<file path="config.mk">
export PLATFORM = sky130hd
export DESIGN_NAME = mta_front
export DESIGN_NICKNAME = d
export VERILOG_FILES = /design/src/hw/rtl/mta_pkg.sv /design/src/hw/rtl/mta_front.sv
export SDC_FILE = /design/constraint.sdc
export NUM_CORES = 1
export LEC_CHECK = 0
export BUFFER_PORTS_ARGS = -buffer_cell sky130_fd_sc_hd__buf_2
export CORE_UTILIZATION = 38
export CTS_CLUSTER_DIAMETER = 30
export DETAILED_ROUTE_END_ITERATION = 10
export SKIP_LAST_GASP = 1
export SYNTH_ARGS = -nofsm -noshare
export SYNTH_HDL_FRONTEND = slang
export SYNTH_SLANG_ARGS = --single-unit
</file>
<file path="constraint.sdc">
create_clock -name clk_i -period 13.6 [get_ports clk_i]
set_input_delay 0.68 -clock clk_i [delete_from_list [all_inputs] [get_ports clk_i]]
set_output_delay 0.68 -clock clk_i [all_outputs]
set_load 0.02 [all_outputs]
</file>
<file path="src/hw/rtl/mta_pkg.sv">
`timescale 1ns / 1ps
`default_nettype none
// ----------------------------------------------------------------------------
// mta_pkg
// Shared types and constants of the mesh tangent accumulator.
// ----------------------------------------------------------------------------
package mta_pkg;

  localparam int unsigned VERTEX_COUNT = 1024;
  localparam int unsigned IDX_W        = $clog2(VERTEX_COUNT);
  localparam int unsigned FRAC_BITS    = 16;
  localparam int unsigned CRD_W        = 32;
  localparam int unsigned SUM_W        = 48;
  localparam int unsigned QUO_W        = 48;
  localparam int unsigned OUT_W        = 16;
  localparam int unsigned OUT_FRAC     = 15;
  localparam int unsigned MAG_W        = 30;
  localparam int unsigned QUEUE_DEPTH  = 2;
  localparam int unsigned MUL_STEPS    = 8;

  localparam logic signed [SUM_W-1:0] SUM_MAX = {1'b0, {(SUM_W-1){1'b1}}};
  localparam logic signed [SUM_W-1:0] SUM_MIN = {1'b1, {(SUM_W-1){1'b0}}};
  localparam logic [OUT_W-1:0]        OUT_ONE = {1'b0, {(OUT_W-1){1'b1}}};

  typedef enum logic [1:0] {
    OP_WRITE = 2'd0,
    OP_TRI   = 2'd1,
    OP_READ  = 2'd2
  } op_e;

  typedef enum logic [4:0] {
    ST_CLEAR,
    ST_IDLE,
    ST_T_RA,
    ST_T_RB,
    ST_T_RC,
    ST_T_LD,
    ST_T_MUL,
    ST_T_DIV,
    ST_T_DWAIT,
    ST_T_SRD,
    ST_T_SWR,
    ST_R_RD,
    ST_R_MAG,
    ST_R_SHIFT,
    ST_R_SQ,
    ST_R_SQS,
    ST_R_SQW,
    ST_R_DIV,
    ST_R_DWAIT,
    ST_R_OUT
  } state_e;

  typedef struct packed {
    logic signed [CRD_W-1:0] pos_x;
    logic signed [CRD_W-1:0] pos_y;
    logic signed [CRD_W-1:0] pos_z;
    logic signed [CRD_W-1:0] tex_u;
    logic signed [CRD_W-1:0] tex_v;
  } vtx_t;

  typedef struct packed {
    logic signed [SUM_W-1:0] x;
    logic signed [SUM_W-1:0] y;
    logic signed [SUM_W-1:0] z;
  } sum_t;

  typedef struct packed {
    op_e              op;
    logic [IDX_W-1:0] idx_a;
    logic [IDX_W-1:0] idx_b;
    logic [IDX_W-1:0] idx_c;
    vtx_t             vtx;
  } item_t;

  typedef struct packed {
    logic [63:0]      hi;
    logic [QUO_W-1:0] lo;
    logic [63:0]      den;
  } div_req_t;

endpackage
`default_nettype wire

</file>
<file path="src/hw/rtl/mta_front.sv">
`timescale 1ns / 1ps
`default_nettype none
// ----------------------------------------------------------------------------
// mta_front
// Accepts input words, drops unused codes and queues the rest for the back end.
// ----------------------------------------------------------------------------
module mta_front (
  input  wire logic                         clk_i,
  input  wire logic                         rst_ni,
  input  wire logic                         in_valid_i,
  output logic                              in_ready_o,
  input  wire logic [1:0]                   func_i,
  input  wire logic [mta_pkg::IDX_W-1:0]    vertex_index_i,
  input  wire logic signed [31:0]           pos_x_i,
  input  wire logic signed [31:0]           pos_y_i,
  input  wire logic signed [31:0]           pos_z_i,
  input  wire logic signed [31:0]           tex_u_i,
  input  wire logic signed [31:0]           tex_v_i,
  input  wire logic [mta_pkg::IDX_W-1:0]    second_index_i,
  input  wire logic [mta_pkg::IDX_W-1:0]    third_index_i,
  input  wire logic                         clearing_i,
  output logic                              q_valid_o,
  input  wire logic                         q_ready_i,
  output mta_pkg::item_t                    q_item_o
);

  localparam int unsigned PTR_W = $clog2(mta_pkg::QUEUE_DEPTH);
  localparam int unsigned CNT_W = $clog2(mta_pkg::QUEUE_DEPTH + 1);

  mta_pkg::item_t    entry_q [mta_pkg::QUEUE_DEPTH];
  logic [PTR_W-1:0]  wr_ptr_q, rd_ptr_q;
  logic [CNT_W-1:0]  cnt_q;
  logic              known, push, pop;
  mta_pkg::item_t    item;

  always_comb begin
    case (func_i)
      mta_pkg::OP_WRITE, mta_pkg::OP_TRI, mta_pkg::OP_READ: known = 1'b1;
      default:                                             known = 1'b0;
    endcase
  end

  assign item.op        = mta_pkg::op_e'(func_i);
  assign item.idx_a     = vertex_index_i;
  assign item.idx_b     = second_index_i;
  assign item.idx_c     = third_index_i;
  assign item.vtx.pos_x = pos_x_i;
  assign item.vtx.pos_y = pos_y_i;
  assign item.vtx.pos_z = pos_z_i;
  assign item.vtx.tex_u = tex_u_i;
  assign item.vtx.tex_v = tex_v_i;

  assign in_ready_o = (cnt_q != CNT_W'(mta_pkg::QUEUE_DEPTH)) && !clearing_i;
  // drop unused codes at the door
  assign push       = in_valid_i && in_ready_o && known;
  assign q_valid_o  = (cnt_q != '0);
  assign pop        = q_valid_o && q_ready_i;
  assign q_item_o   = entry_q[rd_ptr_q];

  always_ff @(posedge clk_i) begin
    if (push) entry_q[wr_ptr_q] <= item;
  end

  always_ff @(posedge clk_i or negedge rst_ni) begin
    if (!rst_ni) begin
      wr_ptr_q <= '0;
      rd_ptr_q <= '0;
      cnt_q    <= '0;
    end else begin
      if (push) wr_ptr_q <= wr_ptr_q + PTR_W'(1);
      if (pop)  rd_ptr_q <= rd_ptr_q + PTR_W'(1);
      if (push && !pop)      cnt_q <= cnt_q + CNT_W'(1);
      else if (pop && !push) cnt_q <= cnt_q - CNT_W'(1);
    end
  end

endmodule
`default_nettype wire

</file>
# Word-level counts from Yosys, hierarchy flattened
# Memory sizes are Yosys's and may differ from the RTL's.
# Cells that the tools add are included.
# word_totals
ff_bits	4
latchBits	0
ramBits	384
romBits	0
input_bits	197
output_inout_bits	194
word_cells	29
memories	1
# mem_list
memory	depth	width	read_ports	rd_ports_with_merged_regs	write_ports	line	rtl
entry_q	2	192	1	0	1	mta_front.sv:30	mta_pkg::item_t entry_q [mta_pkg::QUEUE_DEPTH];
# classes
addsub	4
mul	0
n_div	0
magnitude_cmp	0
n_eq_ne	3
n_shift	0
muxes	5
n_bitwise	0
n_reduce_logical	13
# op_table
cell	n
$logic_and 1x1->1	6
$mux 2	2
$reduce_bool 2->1	2
$logic_not 1->1	3
$mux 1	3
$reduce_or 3->1	1
$add 1x1->1 const B	2
$add 2x1->2 const B	1
$eq 2x1->1 const B	1
$eq 2x2->1 const B	1
$logic_not 2->1	1
$ne 2x2->1 const B	1
$sub 2x1->2 const B	1

# Longest topological paths before layout
# depth
word_depth	8
depth_mapped	6
mapped_depth_nobuf	6

# Worst setup path after synthesis
# OpenSTA, ideal clock, no wires.
# synth_path
path_kind	input -> register
from	input port in_valid_i
to	memory entry_q[0][0] (netlist bit) (enable)
setup_ns	0.770
t_arrival_ns	9.569
required_ns	12.830
setup_slack_ns	3.261
cell_stages	3
n_path_buf	0
path_cell_list	a21bo_2 a211oi_4 nor2b_1
# synth_between
elab_chain_cells	4
# synth_lines
element	line	rtl
from (decl)	mta_front.sv:10	input wire logic in_valid_i,
$logic_and 1x1->1 (2 in a row)	mta_front.sv:55	assign push = in_valid_i && in_ready_o && known;
named net push	mta_front.sv:33	logic known, push, pop;
$mux 1	mta_front.sv:61	if (push) entry_q[wr_ptr_q] <= item;
$mux 1 (not written as such)	mta_front.sv:61	
to (decl)	mta_front.sv:30	
# The timed path passes the listed nets, and every way through them passes these cells.

==> Implementation_results.wiki <==
{| class="wikitable"
! Metric !! Value
|-
| Outcome || finished, final reports clean
|-
| Setup slack on the worst flop-to-flop path || 10.15 ns
|-
| Proportion of layout cells with a drive suffix above 1 || 63.0%
|-
| Most frequent standard cell in the layout excluding fill and tap cells || buf_2
|-
| Hold path startpoint || pos_z_i[1]
|-
| Endpoint kind of the worst setup timing path || output pin
|-
| Ratio of total power to cell area || 228 nW/um^2
|-
| Final setup margin || 9.89 ns
|-
| CTS max path bufs || 3
|-
| Initial cell density of the core || 38.6%
|-
| Max rail drop VDD || 0.000160 V
|-
| Detailed-route via count || 7376
|-
| Transition at the pin with the smallest max-transition slack || 1.06 ns
|-
| Fraction of synthesized area in multiplexers || 15.3%
|-
| Maximum Capacitance Violations || 0
|-
| Floorplan core area || 36500 sq um
|-
| Pin count of the biggest net entering global routing || 79
|-
| Detailed Place HPWL || 18400 um
|-
| Row Count || 70
|-
| Length of the first detailed-routing pass in iterations || 6
|-
| Reg2reg path depth || 5
|-
| First DRT Iteration DRCs || 202
|-
| DRT antenna net count || 0
|-
| Number of CTS-inserted buffers || 77
|-
| Max FO, Critical Path || 78
|-
| Placed cells || 1460
|-
| Synth-to-layout area growth || 36.2%
|-
| Number of nets in the layout || 1270
|-
| Vias per cell || 4.60
|-
| Power Total || 4.38 mW
|-
| Routability-driven placement congestion ratio || 0.728
|-
| Largest family of logic cells by synthesized area || multiplexers
|-
| Final core utilization || 52.6%
|-
| Antenna violations before repair || 3
|-
| Count of input and output buffers || 390
|-
| Total Negative Setup Slacks || 0 ns
|-
| First-pass GRT wire length || 43300 um
|-
| Clock tree from TritonCTS || done
|-
| Net count after synthesis || 814
|-
| Seq/Total Area, Yosys || 82.5%
|-
| Worst hold slack || 0.296 ns
|-
| Startpoint-to-endpoint class of the critical path || reg -> out
|-
| Count of synthesis-stage warnings from yosys || 0
|-
| Place WS || 9.59 ns
|-
| Overall die area || 37900 sq um
|-
| Number of DRC violations after detailed routing || 0
|-
| Crit start category || flop
|-
| Max-slew headroom || 29.3%
|-
| CTS hold repair buffers || 1
|-
| WHS Path Cells || 1
|-
| Synth async-reset ratio || 1.03%
|-
| Top area cells in the synthesized netlist || edfxtp_1 82%, mux2_2 15%, dfrtp_1 0.71%
|-
| Final Max Slew Viols || 0
|-
| Post-synthesis average cell area || 22.9 sq um
|-
| Most used flip-flop cell after synthesis || edfxtp_1
|-
| Die Height || 195 um
|-
| Unrepaired setup endpoints after global routing || false
|-
| Skew final || 0.0133 ns
|-
| Post-route design area || 19200 sq um
|-
| GRT overflow || 0
|-
| Routed WL || 29200 um
|-
| Post-synth cell types || 18
|-
| Post-Layout Cell Count || 1604
|-
| I/O pin cnt || 391
|-
| Endpoint, Worst Hold || entry_q[1][65]
|-
| P_leak || 7.21 nW
|-
| Endpoints failing setup || 0
|-
| Required time of the critical path || 12.92 ns
|-
| Vias in the first global route || 7787
|-
| PostCTS Resize Cnt || 0
|-
| Final worst path period need || 3.71 ns
|-
| Count of final hold-check violations || 0
|-
| Mapped Cells || 616
|-
| Post-synthesis compound-gate area fraction || 0.249%
|-
| Chip Width || 195 um
|-
| Final worst path period share || 27.3%
|-
| Xor/xnor share of the synthesized area || 0.311%
|-
| CTS HTree Levels || 3
|-
| Filler Cell Count || 2950
|-
| Average detailed-routed wire length per instance || 18.2 um
|-
| Achievable Freq || 0.270 GHz
|-
| Area leader, netlist || edfxtp_1
|-
| Worst Path Arrival || 3.03 ns
|-
| Post-Synth Adder-Cell Area || 0.0888%
|-
| Placed Instance Area || 16500 sq um
|-
| Clock sink count || 388
|-
| Area share of the leading cell type in the synthesized netlist || 81.8%
|-
| Commonest non-fill, non-tap cells in the layout || 390 x buf_2, 384 x edfxtp_1, 192 x mux2_2
|-
| Path category of the worst min-delay check || in -> reg
|-
| Root Buffer Master || clkbuf_16
|-
| Critical R2R Capture || entry_q[0][171]
|-
| Total routing resource utilization after global routing || 15.1%
|-
| Number of synthesized flops with an enable pin || 384
|-
| Clock latency of the later-clocked register in the worst-skew pair || 0.56 ns
|-
| Clock transition time at the flip-flop clock pins of the worst setup and hold paths || 0.05 ns
|-
| Flop and latch count out of synthesis || 388
|-
| Netlist area before placement || 14100 sq um
|-
| Number of buffers added for setup after CTS || 0
|-
| Worst reg2reg path startpoint || cnt_q[0]
|-
| Post-synthesis share of cell area spent on and, or, nand and nor gates || 0.186%
|}
[cell families after synthesis]
group,count (synthesis)
fa+ha+maj,1
simple gates,5
mux,192
compound gates,3
buf+inv,22
xor+xnor,5
flops,388
[layout make-up]
class | count | area (sq um) | area share, %
Inverter | 1 | 3.75 | 0.0195
Timing Repair Buffer | 398 | 2010 | 10.5
Clock buffer | 92 | 2030 | 10.5
Antenna cell | 3 | 7.51 | 0.0391
Tap cell | 468 | 586 | 3.05
Multi-Input combinational cell | 206 | 2290 | 11.9
Sequential cell | 388 | 11600 | 60.6
Clock inverter | 48 | 641 | 3.34
[where the power goes]
part / total, mW / switching, mW / internal (mW)
registers: 1.51 / 0.0544 / 1.45
logic: 0.967 / 0.576 / 0.391
clock network: 1.90 / 0.580 / 1.32
[worst max-delay path, stage by stage, from the launching register on]
cell and delay (ns):
dfrtp_4 0.86, buf_4 0.94, mux2_2 0.43, buf_2 0.16
[flip-flops by register name (all words and copies together) (netlist names)]
| signal | count |
|---|---|
| wr_ptr_q | 1 |
| rd_ptr_q | 1 |
| entry_q | 384 |
| cnt_q | 2 |
[worst max-delay path by stage]
stage | depth (start not counted) | to | from | slack [ns]
finish | 3 | q_item_o[24] | rd_ptr_q | 9.89
global route | 3 | q_item_o[24] | rd_ptr_q | 9.69
CTS | 3 | q_item_o[161] | rd_ptr_q | 9.79
detailed placement | 6 | entry_q[0][171] | func_i[0] | 9.59
global placement | 6 | entry_q[0][171] | func_i[0] | 9.61
floorplan | 3 | entry_q[0][0] | in_valid_i | 3.26
[Yosys cell counts, types with 2 or more instances]
cell type	count
xnor2_1	2
buf_2	2
dfrtp_1	4
mux2_2	192
buf_6	8
edfxtp_1	384
buf_4	11
xor2_1	3
[layer usage]
| metal | up-vias | global-route usage [%] | wire length [um] |
|---|---|---|---|
| met5 | - | 0 | 15 |
| met3 | 48 | 5.99 | 2450 |
| met1 | 3628 | 16.4 | 11200 |
| met2 | 278 | 25.6 | 14700 |
| li1 | 3420 | - | - |
| met4 | 2 | 7.32 | 775 |
Power figures use the tool's default switching activity.
